--- config.mk ---
export PLATFORM = sky130hd
export DESIGN_NAME = bounded_unique_set_table
export DESIGN_NICKNAME = d
export VERILOG_FILES = /design/src/bust_pkg.sv /design/src/bust_csr.sv /design/src/bounded_unique_set_table.sv
export SDC_FILE = /design/constraint.sdc
export NUM_CORES = 1
export LEC_CHECK = 0
export ABC_AREA = 1
export BUFFER_PORTS_ARGS = -buffer_cell sky130_fd_sc_hd__buf_2
export CORE_MARGIN = 2
export CORE_UTILIZATION = 64
export DETAILED_ROUTE_END_ITERATION = 6
export PLACE_DENSITY = 0.83
export SETUP_SLACK_MARGIN = 0.3
export SYNTH_ARGS = -nofsm -noshare
export SYNTH_HDL_FRONTEND = slang
export SYNTH_SLANG_ARGS = --single-unit
--- constraint.sdc ---
create_clock -name clock -period 9.9 [get_ports clock]
set_clock_uncertainty 0.05 [all_clocks]
set_input_delay 0.495 -clock clock [delete_from_list [all_inputs] [get_ports clock]]
set_output_delay 0.495 -clock clock [all_outputs]
set_load 0.02 [all_outputs]
--- src/bust_pkg.sv ---
package bust_pkg;

   localparam int unsigned VALUE_W       = 32;
   localparam int unsigned POSITION_W    = 8;
   localparam int unsigned STATUS_W      = 3;
   localparam int unsigned ENTRY_COUNT_W = 5;
   localparam int unsigned LIMIT_W       = 5;
   localparam int unsigned CSR_ADDR_W    = 3;
   localparam int unsigned CSR_DATA_W    = 32;

   localparam logic [1:0] CMD_INSERT   = 2'd0;
   localparam logic [1:0] CMD_REMOVE   = 2'd1;
   localparam logic [1:0] CMD_CONTAINS = 2'd2;
   localparam logic [1:0] CMD_READ     = 2'd3;

   localparam logic [STATUS_W-1:0] ST_OK        = 3'd0;
   localparam logic [STATUS_W-1:0] ST_FULL      = 3'd1;
   localparam logic [STATUS_W-1:0] ST_DUPLICATE = 3'd2;
   localparam logic [STATUS_W-1:0] ST_EMPTY     = 3'd3;
   localparam logic [STATUS_W-1:0] ST_NOT_FOUND = 3'd4;
   localparam logic [STATUS_W-1:0] ST_RANGE     = 3'd5;

   localparam logic [VALUE_W-1:0] INT_MIN = 32'h8000_0000;

   // register index as decoded from the word address
   localparam logic REG_CAPACITY_LIMIT = 1'b0;
   localparam logic [LIMIT_W-1:0] CAPACITY_LIMIT_RESET = 5'd16;

   typedef struct packed {
      logic [1:0]                cmd;
      logic signed [VALUE_W-1:0] value;
      logic [POSITION_W-1:0]     position;
   } req_word_type;

   typedef struct packed {
      logic [STATUS_W-1:0]       status;
      logic                      found;
      logic signed [VALUE_W-1:0] read_value;
      logic [ENTRY_COUNT_W-1:0]  entry_count;
   } rsp_word_type;

endpackage

--- src/bust_csr.sv ---
module bust_csr
   import bust_pkg::*;
(
   input  logic                  clock,
   input  logic                  reset,
   input  logic                  csr_psel,
   input  logic                  csr_penable,
   input  logic                  csr_pwrite,
   input  logic [CSR_ADDR_W-1:0] csr_paddr,
   input  logic [CSR_DATA_W-1:0] csr_pwdata,
   output logic [CSR_DATA_W-1:0] csr_prdata,
   output logic                  csr_pready,
   output logic [LIMIT_W-1:0]    capacity_limit
);

   logic [LIMIT_W-1:0] limit_ff;
   logic [LIMIT_W-1:0] limit_in;
   logic               hit_limit;

   // word index sits above the byte offset; index one is not a register
   assign hit_limit  = (csr_paddr[2] == REG_CAPACITY_LIMIT);
   assign csr_pready = 1'b1;

   always_comb begin
      limit_in = limit_ff;
      if (csr_psel && csr_penable && csr_pwrite && hit_limit) begin
         limit_in = csr_pwdata[LIMIT_W-1:0];
      end
   end

   always_ff @(posedge clock) begin
      if (reset) begin
         limit_ff <= CAPACITY_LIMIT_RESET;
      end else begin
         limit_ff <= limit_in;
      end
   end

   assign csr_prdata     = hit_limit ? CSR_DATA_W'(limit_ff) : '0;
   assign capacity_limit = limit_ff;

endmodule

--- src/bounded_unique_set_table.sv ---
// Table of up to CAPACITY distinct 32-bit values kept packed in insertion order in a
// single-port-read, single-port-write entry RAM. One command is handled at a time; req_stall
// stays high until its response word has been loaded into the output register. Every entry
// visit costs one RAM read. A command rejected outright (full, empty, index out of range) goes
// straight to the response state; a read at an index makes a single RAM read; insert, contains
// and remove scan the live entries, and a remove then moves its later entries down one per
// cycle. Entries hold no reset value and need no clearing pass.
module bounded_unique_set_table
   import bust_pkg::*;
#(
   parameter int unsigned CAPACITY = 16
)(
   input  logic                  clock,
   input  logic                  reset,
   input  logic                  req_valid,
   output logic                  req_stall,
   input  req_word_type          req_word,
   output logic                  rsp_valid,
   input  logic                  rsp_stall,
   output rsp_word_type          rsp_word,
   input  logic                  csr_psel,
   input  logic                  csr_penable,
   input  logic                  csr_pwrite,
   input  logic [CSR_ADDR_W-1:0] csr_paddr,
   input  logic [CSR_DATA_W-1:0] csr_pwdata,
   output logic [CSR_DATA_W-1:0] csr_prdata,
   output logic                  csr_pready
);

   localparam int unsigned IDX_W = (CAPACITY > 1) ? $clog2(CAPACITY) : 1;
   localparam int unsigned CNT_W = $clog2(CAPACITY + 1);
   localparam int unsigned CMP_W = (CNT_W > POSITION_W) ? CNT_W : POSITION_W;

   typedef enum logic [2:0] {
      S_IDLE,
      S_SCAN,
      S_SHIFT,
      S_READ,
      S_RESP
   } state_type;

   logic [LIMIT_W-1:0] capacity_limit;

   bust_csr u_csr (
      .clock          (clock),
      .reset          (reset),
      .csr_psel       (csr_psel),
      .csr_penable    (csr_penable),
      .csr_pwrite     (csr_pwrite),
      .csr_paddr      (csr_paddr),
      .csr_pwdata     (csr_pwdata),
      .csr_prdata     (csr_prdata),
      .csr_pready     (csr_pready),
      .capacity_limit (capacity_limit)
   );

   state_type          state_ff, state_in;
   logic [1:0]         cmd_ff, cmd_in;
   logic [VALUE_W-1:0] value_ff, value_in;
   logic [CNT_W-1:0]   count_ff, count_in;
   logic [CNT_W-1:0]   iss_ff, iss_in;
   logic               chk_vld_ff, chk_vld_in;
   logic [IDX_W-1:0]   chk_idx_ff, chk_idx_in;
   logic [CNT_W-1:0]   src_ff, src_in;
   logic               mv_vld_ff, mv_vld_in;
   logic [IDX_W-1:0]   mv_dst_ff, mv_dst_in;
   rsp_word_type       res_ff, res_in;
   logic               rsp_valid_ff, rsp_valid_in;
   rsp_word_type       rsp_word_ff, rsp_word_in;

   logic [VALUE_W-1:0] mem [CAPACITY];
   logic [VALUE_W-1:0] rd_data_ff;
   logic               rd_en;
   logic [IDX_W-1:0]   rd_addr;
   logic               wr_en;
   logic [IDX_W-1:0]   wr_addr;
   logic [VALUE_W-1:0] wr_data;

   logic               full;
   logic               pos_ok;
   logic               hit;
   logic [CNT_W-1:0]   src_dec;
   logic [CNT_W-1:0]   count_inc;
   logic [CNT_W-1:0]   count_dec;

   assign full = (CMP_W'(count_ff) >= CMP_W'(capacity_limit))
              || (CMP_W'(count_ff) >= CMP_W'(CAPACITY));
   assign pos_ok    = CMP_W'(req_word.position) < CMP_W'(count_ff);
   assign hit       = chk_vld_ff && (rd_data_ff == value_ff);
   assign src_dec   = src_ff - CNT_W'(1);
   assign count_inc = count_ff + CNT_W'(1);
   assign count_dec = count_ff - CNT_W'(1);

   assign req_stall = (state_ff != S_IDLE);
   assign rsp_valid = rsp_valid_ff;
   assign rsp_word  = rsp_word_ff;

   always_comb begin
      state_in     = state_ff;
      cmd_in       = cmd_ff;
      value_in     = value_ff;
      count_in     = count_ff;
      iss_in       = iss_ff;
      chk_vld_in   = 1'b0;
      chk_idx_in   = chk_idx_ff;
      src_in       = src_ff;
      mv_vld_in    = 1'b0;
      mv_dst_in    = mv_dst_ff;
      res_in       = res_ff;
      rsp_valid_in = rsp_valid_ff && rsp_stall;
      rsp_word_in  = rsp_word_ff;
      rd_en        = 1'b0;
      rd_addr      = '0;
      wr_en        = 1'b0;
      wr_addr      = '0;
      wr_data      = value_ff;

      unique case (state_ff)
         S_IDLE: begin
            if (req_valid) begin
               cmd_in             = req_word.cmd;
               value_in           = req_word.value;
               iss_in             = '0;
               res_in.status      = ST_OK;
               res_in.found       = 1'b0;
               res_in.read_value  = '0;
               res_in.entry_count = ENTRY_COUNT_W'(count_ff);
               unique case (req_word.cmd)
                  CMD_INSERT: begin
                     if (full) begin
                        res_in.status = ST_FULL;
                        state_in      = S_RESP;
                     end else begin
                        state_in = S_SCAN;
                     end
                  end
                  CMD_REMOVE: begin
                     if (count_ff == '0) begin
                        res_in.status = ST_EMPTY;
                        state_in      = S_RESP;
                     end else begin
                        state_in = S_SCAN;
                     end
                  end
                  CMD_CONTAINS: begin
                     state_in = S_SCAN;
                  end
                  CMD_READ: begin
                     if (pos_ok) begin
                        rd_en    = 1'b1;
                        rd_addr  = req_word.position[IDX_W-1:0];
                        state_in = S_READ;
                     end else begin
                        res_in.status     = ST_RANGE;
                        res_in.read_value = INT_MIN;
                        state_in          = S_RESP;
                     end
                  end
               endcase
            end
         end

         S_SCAN: begin
            if (hit) begin
               if (cmd_ff == CMD_INSERT) begin
                  res_in.status = ST_DUPLICATE;
                  state_in      = S_RESP;
               end else if (cmd_ff == CMD_REMOVE) begin
                  src_in   = CNT_W'(chk_idx_ff) + CNT_W'(1);
                  state_in = S_SHIFT;
               end else begin
                  res_in.found = 1'b1;
                  state_in     = S_RESP;
               end
            end else if (!chk_vld_ff && (iss_ff == count_ff)) begin
               // every live entry checked without a match
               if (cmd_ff == CMD_INSERT) begin
                  wr_en              = 1'b1;
                  wr_addr            = count_ff[IDX_W-1:0];
                  count_in           = count_inc;
                  res_in.entry_count = ENTRY_COUNT_W'(count_inc);
               end else if (cmd_ff == CMD_REMOVE) begin
                  res_in.status = ST_NOT_FOUND;
               end
               state_in = S_RESP;
            end else if (iss_ff < count_ff) begin
               rd_en      = 1'b1;
               rd_addr    = iss_ff[IDX_W-1:0];
               chk_vld_in = 1'b1;
               chk_idx_in = iss_ff[IDX_W-1:0];
               iss_in     = iss_ff + CNT_W'(1);
            end
         end

         S_SHIFT: begin
            // read one place up, write it back one place down on the next cycle
            if (mv_vld_ff) begin
               wr_en   = 1'b1;
               wr_addr = mv_dst_ff;
               wr_data = rd_data_ff;
            end
            if (src_ff < count_ff) begin
               rd_en     = 1'b1;
               rd_addr   = src_ff[IDX_W-1:0];
               mv_vld_in = 1'b1;
               mv_dst_in = src_dec[IDX_W-1:0];
               src_in    = src_ff + CNT_W'(1);
            end else if (!mv_vld_ff) begin
               count_in           = count_dec;
               res_in.entry_count = ENTRY_COUNT_W'(count_dec);
               state_in           = S_RESP;
            end
         end

         S_READ: begin
            res_in.read_value = rd_data_ff;
            state_in          = S_RESP;
         end

         S_RESP: begin
            if (!rsp_valid_ff || !rsp_stall) begin
               rsp_word_in  = res_ff;
               rsp_valid_in = 1'b1;
               state_in     = S_IDLE;
            end
         end
      endcase
   end

   always_ff @(posedge clock) begin
      if (reset) begin
         state_ff     <= S_IDLE;
         count_ff     <= '0;
         chk_vld_ff   <= 1'b0;
         mv_vld_ff    <= 1'b0;
         rsp_valid_ff <= 1'b0;
      end else begin
         state_ff     <= state_in;
         count_ff     <= count_in;
         chk_vld_ff   <= chk_vld_in;
         mv_vld_ff    <= mv_vld_in;
         rsp_valid_ff <= rsp_valid_in;
      end
      cmd_ff      <= cmd_in;
      value_ff    <= value_in;
      iss_ff      <= iss_in;
      chk_idx_ff  <= chk_idx_in;
      src_ff      <= src_in;
      mv_dst_ff   <= mv_dst_in;
      res_ff      <= res_in;
      rsp_word_ff <= rsp_word_in;
   end

   always_ff @(posedge clock) begin
      if (wr_en) begin
         mem[wr_addr] <= wr_data;
      end
      if (rd_en) begin
         rd_data_ff <= mem[rd_addr];
      end
   end

`ifndef SYNTH
   a_count_bound: assert property (@(posedge clock) disable iff (reset)
      CMP_W'(count_ff) <= CMP_W'(CAPACITY))
      else $error("entry count beyond capacity");

   a_move_in_shift: assert property (@(posedge clock) disable iff (reset)
      mv_vld_ff |-> (state_ff == S_SHIFT))
      else $error("entry move pending outside shift");

   a_no_rw_clash: assert property (@(posedge clock) disable iff (reset)
      (wr_en && rd_en) |-> (wr_addr != rd_addr))
      else $error("read and write to the same entry in one cycle");

   a_insert_grows: assert property (@(posedge clock) disable iff (reset)
      (state_ff == S_SCAN && cmd_ff == CMD_INSERT && wr_en)
      |=> (count_ff == $past(count_ff) + CNT_W'(1)))
      else $error("insert did not advance the count");
`endif

endmodule

* Yosys cells after proc, flatten, opt, wreduce, memory -nomap -nowiden
Memory sizes are Yosys's and may differ from the RTL's. A register that Yosys moved wholly into a read port is not among the register bits. Index checks and enable logic that the tools add are counted. W data, S select, Z words.
Storage, ports and cells: register bits after elaboration 150, bits of input ports 84, memories 1, RAM bits 512, logic and storage cells 179
Memories:
- mem | depth 16, bits a word 32, read ports 1, clocked after memory_dff 1, wr ports 1, line bounded_unique_set_table.sv:71 | logic [VALUE_W-1:0] mem [CAPACITY];
Cells by class: reductions and logical operators 34, equal/unequal tests 28, muxes and demuxes 80, bitwise gates (word level) 5, magnitude comparators 5, add/subtract/negate cells 6
Operators by type and width (count):
- $mux W32 | 4
- $mux W5 | 14
- $pmux W32 S2 | 1
- $mux W3 | 17
- $mux W4 | 11
- $mux W41 | 1
- $eq A32 B32 Y1 | 1
- $pmux W5 S2 | 3
- $ne A2 B2 Y1 const B | 14
- $reduce_and A5 Y1 | 4
- $mux W1 | 19
- $pmux W4 S2 | 2
- $add A5 B1 Y5 const B | 3
- $pmux W3 S5 | 1
- $pmux W5 S3 | 1
- $ne A3 B3 Y1 const B | 4
- $pmux W3 S4 | 1
- $pmux W4 S3 | 1
- $reduce_and A6 Y1 | 2
- $lt A5 B5 Y1 | 2
- $pmux W3 S3 | 1
- $lt A8 B5 Y1 | 1
- $reduce_and A2 Y1 | 4
- $reduce_and A7 Y1 | 1
- other kinds (25) | 45

* Longest topological paths before layout
Gate-level depths: netlist of run 1.
depth after elaboration 7, mapped depth 20, depth with buffers taken out 18

* Cells and area by module
A second synthesis of run 1 with hierarchy kept.
Second synthesis, totals: cell total of the unflattened synthesis 2611, area total of the unflattened synthesis 29832.4 µm²
By module, submodules not included:
- bounded_unique_set_table | instances 1, area each 29340.6 µm², cells an instance 2535, seq. area each 20579.7 µm²
- bust_csr | instances 1, area each 491.7 µm², cells an instance 76, seq. area each 100.1 µm²

* Least setup slack after synthesis of run 1
Ideal clock, no wire load.
path kind register to register, start register count_ff[2], end memory mem[0][0], enable pin, data required time 9.380 ns, path buffers 1, library setup time 0.470 ns, clock period less this slack 4.769 ns, slack 5.131 ns, cell stages (with the launch flop) 15, data arrival time 4.249 ns, cells stage by stage dfxtp_1 > clkbuf_1 > inv_1 > ha_1 > nand2_1 > nor2_1 > nand3_1 > inv_1 > nand2_1 > nor2_1 > a21boi_0 > inv_1 > nor2_1 > inv_1 > a211oi_1
On the way: longest elaborated chain between the ends 7
Ends and longest elaborated chain:
- start, declared | line bounded_unique_set_table.sv:60 | logic [CNT_W-1:0] count_ff, count_in;
- start signal, assigned | line bounded_unique_set_table.sv:239 | count_ff <= count_in;
- $eq A5 B5 Y1 | line bounded_unique_set_table.sv:175 | end else if (!chk_vld_ff && (iss_ff == count_ff)) begin
- $logic_and A1 B1 Y1 | line bounded_unique_set_table.sv:175
- $mux W1 | line bounded_unique_set_table.sv:175
- $mux W1 | line bounded_unique_set_table.sv:164 | if (hit) begin
- $pmux W1 S2 | line bounded_unique_set_table.sv:118 | unique case (state_ff)
- $mux W1 | line bounded_unique_set_table.sv:255 | if (wr_en) begin
- $mux W1 (not written as such) | line bounded_unique_set_table.sv:256 | mem[wr_addr] <= wr_data;
- end, declared | line bounded_unique_set_table.sv:71
Parallel ways exist; a longest one is shown, timed or not.

* Final worst setup path of run 1
start register count_ff[2], end register rd_data_ff[2], read port of mem, data pin
On the way: longest elaborated chain between the ends 5
Ends and longest elaborated chain:
- $lt A8 B5 Y1 (tied with other cells) | line bounded_unique_set_table.sv:88 | assign pos_ok = CMP_W'(req_word.position) < CMP_W'(count_ff);
- $mux W4 (tied with other cells) | line bounded_unique_set_table.sv:149 | if (pos_ok) begin
- $mux W4 (tied with other cells) | line bounded_unique_set_table.sv:128 | unique case (req_word.cmd)
- $mux W4 (tied with other cells) | line bounded_unique_set_table.sv:120 | if (req_valid) begin
- $pmux W4 S3 or $pmux W1 S3 (tied branches) | line bounded_unique_set_table.sv:118
- end, declared | line bounded_unique_set_table.sv:72 | logic [VALUE_W-1:0] rd_data_ff;
Parallel ways exist; a longest one is shown, timed or not. A chain may end at the register's enable or synchronous reset.

==> impl_metrics.csv, run 1 <==
group,metric,value,unit
floorplan,chipHeight,219.8,um
finish,design_area,32830,sq um
status,status,"complete, but fails checks",
floorplan,die_area,48290,sq um
placement,dp_hpwl,41450,um
clock_tree,clock_path_buffers,3,
drt,drt_pass1_iterations,7,
logic_synthesis,ys_types,41,
clock_tree,cts.hold.buffers_added,6,
logic_synthesis,yosysTopAreaCellShare,0.6834,
setup_path,path_cells,"inv_1 -> ha_1 -> nand2_1 -> inv_1 -> o21bai_1 -> nand3_1 -> nor3_1 -> nand2_8 -> nand3_4 -> buf_4 -> nand2_1 -> nand3_1 -> nand3_1 -> nand2_1 -> nand2_1 -> nand2_1",
finish,fin_cells,3302,
logic_synthesis,synthAdderAreaFrac,0.009660,
drt,wl_met1,27460,um
pwr,power_density,246.2,nW/um^2
clock_tree,clkSinkCount,694,
hold_path,hold_path.class,"in -> reg",
floorplan,num_rows,79,
global_routing,grt_pass1_vias,20420,
timing,post-route-min-period,5.729,ns
global_routing,antenna_found_initial,1,
clock_tree,cts_setup_buffers,0,
clock_tree,clk_pin_slew,0.06,ns
finish,drive_gt1_frac,0.1088,
drt,vias,21600,
global_routing,overflow,0,
status,violations,"design-rule violations",
logic_synthesis,synthCells,2586,
drt,drt_iter0_drc,3467,
setup_path,worst_setup_path_end_kind,"register",
clock_tree,cts_root_buf,"clkbuf_16",
logic_synthesis,synth_area_leaders,"edfxtp_1 (68%), nand2_1 (7.5%), nand3_1 (6.9%)",
timing,finalSetupViolCount,0,
placement,dpl_cell_area,30800,sq um
finish,final_core_util,0.7097,
logic_synthesis,synth-seq-cells,694,
finish,area_delta_synth_final,10.20,%
logic_synthesis,synth.avg_cell_area,11.52,sq um
clock_tree,cts_max_level,3,
drt,via_per_inst,6.542,
logic_synthesis,yosys.area.top_type,"edfxtp_1",
finish,nets,2756,
logic_synthesis,async_flop_share,0,
logic_synthesis,yosys_warnings,0,
setup_path,cp-start-kind,"register",
finish,fillers,2822,
logic_synthesis,synth_edf_count,678,
timing,max_freq,0.1746,GHz
logic_synthesis,syn-cell-area,29790,sq um
setup_path,crit_arrival,6.14,ns
clock_tree,cts_tree,"done",
hold_path,hold_depth,1,
timing,timing.final.crit_share,0.5787,
drt,routedWlPerCell,23.27,um
timing,hold_violations,0,
logic_synthesis,yosysSeqAreaShare,0.6942,
floorplan,die_w,219.8,um
global_routing,grt_start_max_net_pins,173,
global_routing,grt_pass1_wl,116200,um
clock_tree,cts_buffers,68,
timing,finalMaxSlewViolations,0,
timing,worst_pin_slew,1.328,ns
floorplan,io_pins,160,
setup_path,crit_top_cell,"nand2_1",
job,drv_cap,0,
placement,place.gp.congestion,0.9159,
logic_synthesis,synthMuxAreaShare,0,
setup_path,slowest_stage,"nand3_4",
logic_synthesis,synth_compound_area_frac,0.01861,
global_routing,grt_use_total,0.3185,
floorplan,start_util,0.6440,
setup_path,required,10.31,ns
setup_path,cpPeakStageDelay,1.00,ns
floorplan,core_area,46260,sq um
setup_path,reg2reg_depth,16,
drt,wl_met3,9960,um
placement,dp.cells,3180,
drt,routed_wl,76840,um
setup_path,path_max_fanout,172,
timing,slew-limit-headroom,0.1127,
clock_tree,clock_latency,0.62,ns
logic_synthesis,synth_top_cells_by_count,"edfxtp_1 (678), nand2_1 (592), nand3_1 (413), nand4_1 (262), inv_1 (127)",
clock_tree,cts_resized,0,
logic_synthesis,yosys.area_share.xor_xnor,0.006468,
setup_path,path_class,"reg -> reg",
logic_synthesis,synth-simple-area-share,0.2200,
logic_synthesis,synth_most_common_cell,"edfxtp_1",
logic_synthesis,synth_flop_cell,"edfxtp_1",
drt,maxUsedRoutingLayer,"met4",
drt,remaining_drc_errors,7,
placement,portBuffers,102,
pwr,leakagePower,12.16,nW
timing,rsz0062_at_grt,"no",
logic_synthesis,synth_top_family_by_area,"simple AND/OR/NAND/NOR gates",
drt,postRouteAntennaNets,0,
pwr,peakVddDrop,0.1939,mV
timing,final.setup.tns,0,ns
drt,dr_wl_met2,36150,um
-- cell type report --
cell class / instances / area (sq um) / share of cell area
Sequential cell: 694 / 20680 / 0.6299
Multi-Input combinational cell: 1581 / 7884 / 0.2401
Antenna cell: 1 / 2.502 / 0.00007623
Timing Repair Buffer: 169 / 1028 / 0.03133
Inverter: 135 / 513.0 / 0.01563
Clock inverter: 31 / 200.2 / 0.006098
Tap cell: 607 / 759.5 / 0.02313
Clock buffer: 84 / 1762 / 0.05366
-- power breakdown --
part | total (mW) | switching (mW) | internal, mW | leakage (nW)
logic | 1.94 | 1.41 | 0.535 | 4.91
clock network | 2.36 | 1.06 | 1.29 | 0.959
registers | 3.78 | 0.143 | 3.64 | 6.29
-- placed cells by master, fill, tap and decap left out, types with 3 or more instances in the layout --
| cell type | n |
|---|---|
| nor2_1 | 95 |
| nor4_1 | 3 |
| ha_1 | 23 |
| buf_4 | 61 |
| dlygate4sd3_1 | 6 |
| edfxtp_1 | 678 |
| dfxtp_1 | 16 |
| xnor2_1 | 12 |
| xor2_1 | 10 |
| nand4_1 | 262 |
| a21oi_1 | 19 |
| clkbuf_1 | 16 |
| nor2_4 | 17 |
| clkinv_2 | 11 |
| nand3_1 | 412 |
| nand2_2 | 4 |
| a21boi_0 | 3 |
| clkbuf_16 | 68 |
| o221ai_1 | 4 |
| inv_6 | 6 |
| nor3_1 | 4 |
| and2_1 | 7 |
| o21ai_1 | 7 |
| o21ai_0 | 55 |
| inv_2 | 5 |
| inv_1 | 126 |
| clkinv_1 | 14 |
| buf_2 | 102 |
| conb_1 | 28 |
| nand2_1 | 590 |
-- per-stage QoR --
stage          hold WS [ns]  worst slack [ns]  total power [mW]
2_1_floorplan        0.3503             5.131             5.110
3_3_place_gp         0.3514             4.564             5.579
3_5_place_dp         0.3545             4.414             5.682
4_1_cts            0.002262             4.344             8.027
5_1_grt            0.007964             3.862             8.399
6_report            0.01359             4.171             8.082
-- registers in the layout (all words and copies together), names as in the netlist --
register              flops
chk_idx_ff                4
chk_vld_ff                1
cmd_ff                    2
count_ff                  5
iss_ff                    5
mem                     512
mv_dst_ff                 4
mv_vld_ff                 1
rd_data_ff               32
res_ff                   41
rsp_valid                 1
rsp_word                 41
src_ff                    5
state_ff                  3
u_csr.capacity_limit      5
value_ff                 32
-- routing by layer --
metal  GRT usage  up-vias
met4      0.1541        0
met1      0.4350    10240
li1            -     9387
met2      0.5019     1681
met5           0        -
met3     0.05493      290
-- critical path: cells and delay by family, from the launching register on --
kind                     cells  cell delay [ns]
flip-flops                   1             0.54
adder cells (fa/ha/maj)      1             0.36
AO/OA/AOI/OAI                1             0.11
AND/OR/NAND/NOR             11             3.20
buffers and inverters        3             1.18
-- path summary, 6_finish.rpt --
| path | end | startpoint | slack (ns) |
|---|---|---|---|
| setup / recovery | rd_data_ff[2]$_DFFE_PP_ | count_ff[2]$_SDFFE_PP0P_ | 4.17 |
| hold / removal | value_ff[3]$_DFFE_PP_ | req_word[11] | 0.01 |
| setup reg to reg | rd_data_ff[2]$_DFFE_PP_ | count_ff[2]$_SDFFE_PP0P_ | 4.17 |
| hold reg to reg | rsp_word[40]$_DFFE_PP_ | res_ff[40]$_DFFE_PP_ | 0.36 |
-- cell families after synthesis --
kind of cell / after synthesis
xor+xnor: 22
flops: 694
compound gates: 101
fa+ha+maj: 23
simple gates: 1407
other cells: 2
buf+inv: 337
(Power assumes the default switching activity.)
==> inputs of run 2 (changes only) <==
--- a/config.mk
+++ b/config.mk
@@ -8,9 +8,9 @@
 export ABC_AREA = 1
 export BUFFER_PORTS_ARGS = -buffer_cell sky130_fd_sc_hd__buf_2
 export CORE_MARGIN = 2
-export CORE_UTILIZATION = 64
+export CORE_UTILIZATION = 61
 export DETAILED_ROUTE_END_ITERATION = 6
-export PLACE_DENSITY = 0.83
+export PLACE_DENSITY = 0.8
 export SETUP_SLACK_MARGIN = 0.3
 export SYNTH_ARGS = -nofsm -noshare
 export SYNTH_HDL_FRONTEND = slang
==> constraint.sdc (replaced) <==
create_clock -name clock -period 6 [get_ports clock]
set_clock_uncertainty 0.05 [all_clocks]
set_input_delay 0.3 -clock clock [delete_from_list [all_inputs] [get_ports clock]]
set_output_delay 0.3 -clock clock [all_outputs]
set_load 0.02 [all_outputs]
==> run 2 against run 1 <==
Compared with the run above: the flow now finishes without violations; via count is 1.4% lower; sequential share of layout area is 1.3 points lower; clock power is 81% higher; clock-buffer cell count is 1 lower; total power is 69% higher; sequential power is 65% higher; setup slack worse by 3.0 ns; final area is 2.2% higher; global-route usage is 1.5 points lower; largest cell class unchanged.
==> impl_metrics.csv, run 2 (synthesized netlist as in run 1, its figures left out) <==
group,metric,value,unit
status,status,"completed",
timing,final.setup.tns,0,ns
pwr,p_sw,4.327,mW
finish,final_core_util,0.6996,
global_routing,antenna_found_initial,0,
timing,rsz0062_at_grt,"no",
setup_path,required,6.38,ns
setup_path,path_max_fanout,66,
finish,largest_register,"mem",
floorplan,chipHeight,225.0,um
drt,remaining_drc_errors,0,
finish,fillers,3032,
setup_path,slowest_stage,"clkinv_2",
setup_path,crit_top_cell,"nand2_1",
global_routing,grt_pass1_wl,115700,um
pwr,clkPwrFrac,0.311,
setup_path,crit_start,"count_ff[2]$_SDFFE_PP0P_",
timing,worst_pin_slew,1.305,ns
pwr,leakagePower,12.49,nW
timing,finalSetupViolCount,0,
floorplan,die_area,50620,sq um
placement,place.gp.congestion,0.9353,
placement,portBuffers,102,
setup_path,cp-start-kind,"register",
pwr,p_comb_frac,0.234,
drt,postRouteAntennaNets,0,
finish,drive_gt1_frac,0.1123,
job,drv_cap,0,
finish,area_delta_synth_final,12.60,%
drt,drt_pass1_iterations,6,
pwr,power.internal,9.367,mW
global_routing,grt_use_total,0.3039,
timing,holdWs,0.1162,ns
setup_path,path_class,"reg -> reg",
setup_path,cpPeakStageDelay,1.08,ns
setup_path,worst_setup_path_end_kind,"register",
clock_tree,cts_tree,"done",
setup_path,rr_startpoint,"count_ff[2]$_SDFFE_PP0P_",
timing,max_freq,0.2064,GHz
setup_path,crit_arrival,5.22,ns
drt,via_per_inst,6.326,
pwr,peakVddDrop,0.2434,mV
finish,nets,2802,
hold_path,hold_path.class,"in -> reg",
timing,slew-limit-headroom,0.1241,
setup_path,reg2reg_slack,1.16,ns
floorplan,start_util,0.6213,
clock_tree,clock_latency,0.62,ns
timing,hold_violations,0,
drt,routedWlPerCell,22.95,um
hold_path,hold_depth,3,
clock_tree,clkSinkCount,694,
finish,largest_register_ffs,512,
drt,drt_iter0_drc,3061,
hold_path,min_to,"u_csr.capacity_limit[4]$_SDFFE_PP1P_",
drt,vias,21290,
timing,timing.final.crit_share,0.8074,
floorplan,io_pins,160,
finish,n_antenna_cell,0,
floorplan,die_w,225.0,um
clock_tree,clock_path_buffers,3,
pwr,power_density,408.3,nW/um^2
finish,final_cell_mix,"edfxtp_1 (678), nand2_1 (590), nand3_1 (412)",
setup_path,path_cells,"inv_1 -> ha_1 -> nand2_1 -> inv_1 -> o21bai_1 -> nand3_1 -> inv_1 -> nand2_1 -> nor2_1 -> nand3_1 -> nand2_4 -> clkinv_2 -> buf_4 -> nand3_1 -> nand3_1 -> nand2_1 -> nand2_1 -> nand2_1",
global_routing,grt_start_max_net_pins,185,
hold_path,min_from,"csr_psel",
setup_path,reg2reg_depth,18,
clock_tree,clk_pin_slew,0.07,ns
clock_tree,cts_resized,0,
finish,layout_commonest_cell,"edfxtp_1",
placement,dp_hpwl,42320,um
drt,routed_wl,77240,um
clock_tree,cts_buffers,70,
clock_tree,cts_root_buf,"clkbuf_16",
pwr,pwr-share-seq,0.455,
pwr,p_sw_frac,0.3160,
global_routing,overflow,0,
global_routing,grt_pass1_vias,20460,
floorplan,core_area,47950,sq um
setup_path,r2r-end,"rd_data_ff[20]$_DFFE_PP_",
timing,post-route-min-period,4.844,ns
timing,finalMaxSlewViolations,0,
floorplan,num_rows,80,
clock_tree,cts_max_level,3,
[run 2: changes by cell type in the layout (fill, tap and decap cells not counted), sizes merged]
cell         before  now
buf             163  172
bufinv            1    6
inv             137  135
clkbuf           84   83
clkinv           26   37
diode             1    0
dlygate4sd3       6   41
[run 2: cell type report]
class | instances | area [sq um] | share of cell area
Inverter | 135 | 509.2 | 0.01518
Sequential cell | 694 | 20680 | 0.6165
Tap cell | 615 | 769.5 | 0.02294
Clock buffer | 83 | 1843 | 0.05494
Multi-Input combinational cell | 1581 | 7884 | 0.2350
Timing Repair Buffer | 213 | 1484 | 0.04424
Clock inverter | 45 | 374.1 | 0.01115
[run 2: power groups by stage]
stage	sequential, mW	clock (mW)	combinational [mW]
floorplan	6.30	0	2.14
finish	6.23	4.26	3.21
detailed placement	6.31	0	3.07
global route	6.25	4.45	3.53
CTS	6.21	4.27	3.13
global placement	6.29	0	2.97
[run 2: worst max-delay path, delay by kind of cell (launching register included)]
family | cells | cell delay (ns)
AND/OR/NAND/NOR | 11 | 1.53
AO/OA/AOI/OAI | 1 | 0.12
flip-flops | 1 | 0.52
buffers and inverters | 5 | 2.06
adder cells (fa/ha/maj) | 1 | 0.38
[run 2: worst max path at each step]
stage                                     endpoint  slack, ns  cells after the start
after CTS                 rd_data_ff[20]$_DFFE_PP_       1.31                     18
after floorplan                mem[0][0]$_DFFE_PP_       1.23                     14
after global placement    rd_data_ff[20]$_DFFE_PP_       1.35                     18
final                     rd_data_ff[20]$_DFFE_PP_       1.16                     18
after global routing      rd_data_ff[20]$_DFFE_PP_       0.82                     18
after detailed placement  rd_data_ff[20]$_DFFE_PP_       1.30                     18
[run 2: what timing repair did]
action,in CTS,in global routing
setup endpoints to repair,0,0
setup buffers,0,0
hold endpoints to repair,43,0
hold buffers,41,0
[run 2: routing by layer]
metal  wire (um)  global-route usage
met5           0                   0
met4        3207              0.1416
met3        9589             0.06780
met2       35950              0.4806
met1       28500              0.4052
[run 2: metrics by stage]
step / worst slack, ns / instances / power (mW) / area [sq um]
3_5_place_dp: 1.302 / 3197 / 9.380 / 30920
2_1_floorplan: 1.231 / 2612 / 8.432 / 29890
3_3_place_gp: 1.350 / 3197 / 9.263 / 30920
5_1_grt: 0.8243 / 3366 / 14.23 / 33540
6_report: 1.156 / 3366 / 13.69 / 33540
4_1_cts: 1.311 / 3366 / 13.61 / 33540
